File: config.mk
export PLATFORM = sky130hd
export DESIGN_NAME = swlat_div
export DESIGN_NICKNAME = d
export VERILOG_FILES = /design/src/sv/swlat_pkg.sv /design/src/sv/swlat_div.sv
export SDC_FILE = /design/constraint.sdc
export NUM_CORES = 1
export LEC_CHECK = 0
export BUFFER_PORTS_ARGS = -buffer_cell sky130_fd_sc_hd__clkbuf_2
export CAP_MARGIN = 5
export CELL_PAD_IN_SITES_DETAIL_PLACEMENT = 1
export CELL_PAD_IN_SITES_GLOBAL_PLACEMENT = 2
export CORE_MARGIN = 2
export CORE_UTILIZATION = 38
export CTS_CLUSTER_SIZE = 28
export DETAILED_ROUTE_END_ITERATION = 16
export PLACE_DENSITY_LB_ADDON = 0.1
export SETUP_SLACK_MARGIN = 0.4
export SLEW_MARGIN = 20
export SYNTH_ARGS = -nofsm -noshare
export SYNTH_HDL_FRONTEND = slang
export SYNTH_SLANG_ARGS = --single-unit
File: constraint.sdc
create_clock -name clk -period 6.1 [get_ports clk]
set_clock_uncertainty 0.2 [all_clocks]
set_input_delay 0.61 -clock clk [delete_from_list [all_inputs] [get_ports clk]]
set_output_delay 0.61 -clock clk [all_outputs]
set_load 0.02 [all_outputs]
File: src/sv/swlat_pkg.sv
// Shared types and constants for the sliding window latency statistics block.
package swlat_pkg;

  localparam int TS_W    = 64;
  localparam int LAT_W   = 32;
  localparam int RATE_W  = 32;
  localparam int MEAN_W  = 40;
  localparam int FIW_W   = 7;
  localparam int Q_FRAC  = 8;
  localparam int SCALE_W = 28;

  localparam logic [RATE_W-1:0]  WINDOW_RST = 32'd1000000;
  localparam logic [SCALE_W-1:0] RATE_SCALE = 28'd256000000;

  localparam logic REG_WINDOW = 1'b0;

  typedef enum logic [3:0] {
    S_IDLE,
    S_PUSH,
    S_EV_RD,
    S_EV_CHK,
    S_RATE,
    S_RATE_WAIT,
    S_SUM,
    S_MEAN_WAIT,
    S_DEV,
    S_JIT_WAIT,
    S_DONE
  } swlat_state_t;

endpackage

File: src/sv/swlat_div.sv
// Restoring divider that produces one quotient bit per cycle.
module swlat_div import swlat_pkg::*; #(
  parameter int DVD_W = 47,
  parameter int DVS_W = 32
) (
  input  logic             clk,
  input  logic             rst_n,
  input  logic             start,
  input  logic [DVD_W-1:0] dividend,
  input  logic [DVS_W-1:0] divisor,
  output logic             done,
  output logic [DVD_W-1:0] quotient
);

  localparam int CNT_W = $clog2(DVD_W + 1);

  logic             busy_r, busy_nxt;
  logic             done_r, done_nxt;
  logic [CNT_W-1:0] cnt_r, cnt_nxt;
  logic [DVS_W-1:0] rem_r, rem_nxt;
  logic [DVS_W-1:0] dvs_r, dvs_nxt;
  logic [DVD_W-1:0] quo_r, quo_nxt;
  logic [DVS_W:0]   shifted;
  logic [DVS_W:0]   trial;
  logic             ge;

  always_comb begin
    shifted  = {rem_r, quo_r[DVD_W-1]};
    trial    = shifted - {1'b0, dvs_r};
    ge       = !trial[DVS_W];
    busy_nxt = busy_r;
    done_nxt = 1'b0;
    cnt_nxt  = cnt_r;
    rem_nxt  = rem_r;
    dvs_nxt  = dvs_r;
    quo_nxt  = quo_r;
    if (start) begin
      busy_nxt = 1'b1;
      cnt_nxt  = CNT_W'(DVD_W);
      rem_nxt  = '0;
      dvs_nxt  = divisor;
      quo_nxt  = dividend;
    end else if (busy_r) begin
      rem_nxt = ge ? trial[DVS_W-1:0] : shifted[DVS_W-1:0];
      quo_nxt = {quo_r[DVD_W-2:0], ge};
      cnt_nxt = cnt_r - 1'b1;
      if (cnt_r == CNT_W'(1)) begin
        busy_nxt = 1'b0;
        done_nxt = 1'b1;
      end
    end
  end

  always_ff @(posedge clk) begin
    if (!rst_n) begin
      busy_r <= 1'b0;
      done_r <= 1'b0;
      cnt_r  <= '0;
    end else begin
      busy_r <= busy_nxt;
      done_r <= done_nxt;
      cnt_r  <= cnt_nxt;
    end
    rem_r <= rem_nxt;
    dvs_r <= dvs_nxt;
    quo_r <= quo_nxt;
  end

  assign done     = done_r;
  assign quotient = quo_r;

endmodule

==> flow_summary.toml <==
[critical_path]
worstPathCellList = "inv_1 -> ha_1 -> fa_1 -> nand2b_1 -> a21o_1 -> a21oi_2 -> a211oi_2 -> o21ai_2 -> mux2i_1 -> o21ai_4 -> buf_4 -> mux2_2"
reg2reg_setup_slack_ns = 2.45
worst_path_largest_cell_delay_ns = 0.40
cp_data_arrival_time_ns = 3.62
worst_r2r_startpoint = "quotient[46]$_DFFE_PP_"
crit_path_start = "quotient[46]$_DFFE_PP_"
critPathLaunchType = "flip-flop"
worst_r2r_endpoint = "quotient[0]$_DFFE_PP_"
endpoint_kind = "flip-flop"
reg2regPathDepth = 12
worst_path_max_delay_cell = "sky130_fd_sc_hd__fa_1"
worstSetupEndpoint = "quotient[0]$_DFFE_PP_"
worstPathRequired_ns = 6.06
timing_worst_setup_path_type = "flip-flop to flip-flop"
path_max_fanout = 29

[clock_network]
post_cts_setup_buffers = 0
cts-buffers-inserted = 17
ctsResizeCount = 0
cts_hold_repair.buffers = 0
tritoncts_clock_tree = "built"
cts.sink_count = 119
cts.reportedPaths.clkPinSlew_ns = 0.06
ctsLongestPathBuffers = 2
clock-root-buffer = "sky130_fd_sc_hd__clkbuf_16"
cts-htree-levels = 4
clock_insertion_delay_worst_skew_ns = 0.42

[drt]
routed-via-count = 5058
drc = 0
drt_pass1_iterations = 6
antenna_left = 0
wl_per_cell_microns = 17.0
drt_total_wl_mm = 16.6
drt_iter0_markers = 173
via_per_inst = 5.17

[yosys]
synth-edff-count = 79
synth-seq-cells = 119
netlist_top_cells_area = "sky130_fd_sc_hd__edfxtp_1 36%, sky130_fd_sc_hd__dfxtp_1 12%, sky130_fd_sc_hd__mux2_2 8.0%"
ys_seq_area_share_pct = 48.0
synth_most_common_cell = "sky130_fd_sc_hd__edfxtp_1"
synth_fp_nets = 734
synth.top_cell.area_share_pct = 35.9
netlist_area_sq_um = 6610
synth_cell_types = 59
yosysTopAreaCell = "sky130_fd_sc_hd__edfxtp_1"
synthesis.yosys.warnings = 0
postSynth.asyncResetShare_pct = 0
syn-instance-count = 617
postSynth.topFlopCell = "sky130_fd_sc_hd__edfxtp_1"
synth_top_cells_by_count = "79 x sky130_fd_sc_hd__edfxtp_1, 59 x sky130_fd_sc_hd__nor2_1, 49 x sky130_fd_sc_hd__inv_1, 47 x sky130_fd_sc_hd__mux2_2, 40 x sky130_fd_sc_hd__dfxtp_1"
synthesized_area_per_cell_sq_um = 10.7

[timing]
maxClockFrequency_ghz = 0.274
final_hold_viol_count = 0
min_setup_slack_post_route_ns = 2.45
final_min_period_over_clock_period_pct = 59.9
drv_slew = 0
setup_repair_after_global_routing_missed_its_margin = "no"
setup_total_negative_slack_ns = 0
finalSetupViolCount = 0
post-route-min-period_ns = 3.65
tightest_slew_ns = 1.02
slew_headroom_pct = 32.3

[grt]
grt_antenna_before_repair = 0
number_of_global_route_vias_before_repair = 5289
grt_util_all_layers_pct = 18.9
wire_length_of_the_first_global_routing_pass_mm = 27.3
pin_count_of_the_biggest_net_entering_global_routing = 70
overflow = 0

[die]
io-pin-count = 130
die-width_microns = 136
core_region_area_sq_um = 17200
floorplan.initialDensity_pct = 38.5
design.die.area_sq_um = 18500
core.rowCount = 48
die_height_microns = 136

[finish]
multi_input_area_sq_um = 3140
drive_above_1_share_pct = 29.0
design.final.nets = 858
area_growth_syn_to_layout_pct = 20.8
post_layout_nonfiller_instances = 979
layout.filler_cells = 1952
finalCoreUtilization_pct = 46.5
register_area_sq_um = 3170
n_antenna_cell = 0

[place]
post-place-ws_ns = 2.43
gpl_wtd_cong = 0.776
place.detailed.instances = 947
detailed_place_hpwl_mm = 12.0
buffers_on_ports = 129

[power]
combinationalPowerShare_pct = 23.1
power_per_cell_area_nw_per_um2 = 314
switchingPower_uw = 763
post-layout-total-power_uw = 2510
switching_share_pct = 30.4
internal_power_uw = 1750
pwr-share-seq_pct = 39.6
power_leakage_uw = 0.00343
clockPowerShare_pct = 37.4
ir_worst_vdd_mv = 0.204

[min_path]
hp-class = "input port to flip-flop"

[outcome]
outcome = "completed"

[flow_run]
max_cap_viol_count = 0
## final cells by class
type / instances / area share [%]
clock buffer: 21 / 5.51
clock inverter: 11 / 1.27
inverter: 49 / 2.30
multi-input combinational: 422 / 39.3
sequential: 119 / 39.7
tap: 225 / 3.52
timing repair buffer: 132 / 8.39
## stage by stage
stage          hold WS (ns)  instance area, sq um
2_1_floorplan         0.253                  6610
3_3_place_gp          0.274                  7450
3_5_place_dp          0.282                  7450
4_1_cts               0.141                  7990
5_1_grt               0.133                  7990
6_report              0.160                  7990
## metal layers
layer | share of wire [%] | up-vias | track usage, %
li1 | - | 2509 | -
met1 | 47 | 2418 | 24.4
met2 | 46 | 117 | 30.1
met3 | 6.3 | 14 | 6.75
met4 | 1.1 | 0 | 5.56
met5 | 0 | - | 0
## cells in the final DEF (no fill, tap or decap), drive strengths merged, types with 3 or more instances in the layout
| master | count |
|---|---|
| o311a | 5 |
| nand3 | 10 |
| nand4 | 8 |
| a211oi | 23 |
| nor3 | 10 |
| o211ai | 6 |
| or2 | 5 |
| nand2 | 32 |
| ha | 34 |
| mux2 | 47 |
| o21a | 8 |
| mux2i | 26 |
| a21oi | 30 |
| clkinvlp | 3 |
| a21o | 14 |
| nor2 | 59 |
| inv | 51 |
| a31oi | 3 |
| edfxtp | 79 |
| xor2 | 10 |
| nor2b | 5 |
| clkinv | 5 |
| buf | 4 |
| o21ai | 20 |
| dfxtp | 40 |
| o31ai | 3 |
| nand2b | 6 |
| xnor2 | 22 |
| and3 | 4 |
| clkbuf | 149 |
## power by group through the flow
stage | clock, uW | sequential [uW] | combinational (uW)
floorplan | 0 | 1040 | 386
global placement | 0 | 1010 | 571
detailed placement | 0 | 1010 | 584
CTS | 967 | 996 | 588
global route | 1000 | 1000 | 644
finish | 939 | 994 | 580
## how the worst min path moves through the flow
| stage | depth (start not counted) | start | slack, ns | to |
|---|---|---|---|---|
| finish | 1 | divisor[7] | 0.16 | dvs_r[7]$_DFFE_PP_ |
| global route | 1 | divisor[29] | 0.13 | dvs_r[29]$_DFFE_PP_ |
| CTS | 1 | divisor[27] | 0.14 | dvs_r[27]$_DFFE_PP_ |
| detailed placement | 2 | rem_r[20]$_SDFFE_PP0P_ | 0.28 | rem_r[20]$_SDFFE_PP0P_ |
| global placement | 2 | rem_r[20]$_SDFFE_PP0P_ | 0.27 | rem_r[20]$_SDFFE_PP0P_ |
| floorplan | 2 | rem_r[13]$_SDFFE_PP0P_ | 0.25 | rem_r[13]$_SDFFE_PP0P_ |
## cell families (layout without fill, tap and decap cells)
family	after synthesis	count (layout)	synth area share, %
simple gates	149	149	10.4
compound gates	133	133	14.1
flops	119	119	48.0
buf+inv	76	213	4.63
mux	73	73	11.9
fa+ha+maj	35	35	6.73
xor+xnor	32	32	4.24
## critical path: cells and delay by family (launching register included)
kind | cells | cell delay, ns
AO/OA/AOI/OAI | 5 | 1.00
adder cells (fa/ha/maj) | 2 | 0.62
multiplexers | 2 | 0.62
buffers and inverters | 2 | 0.40
flip-flops | 1 | 0.35
AND/OR/NAND/NOR | 1 | 0.19
## flip-flops by register name, summed over array words and instances (netlist names)
signal	cells
quotient	47
done	1
cnt_r	6
busy_r	1
dvs_r	32
rem_r	32
Note: power is estimated with default switching activity, not from simulation.
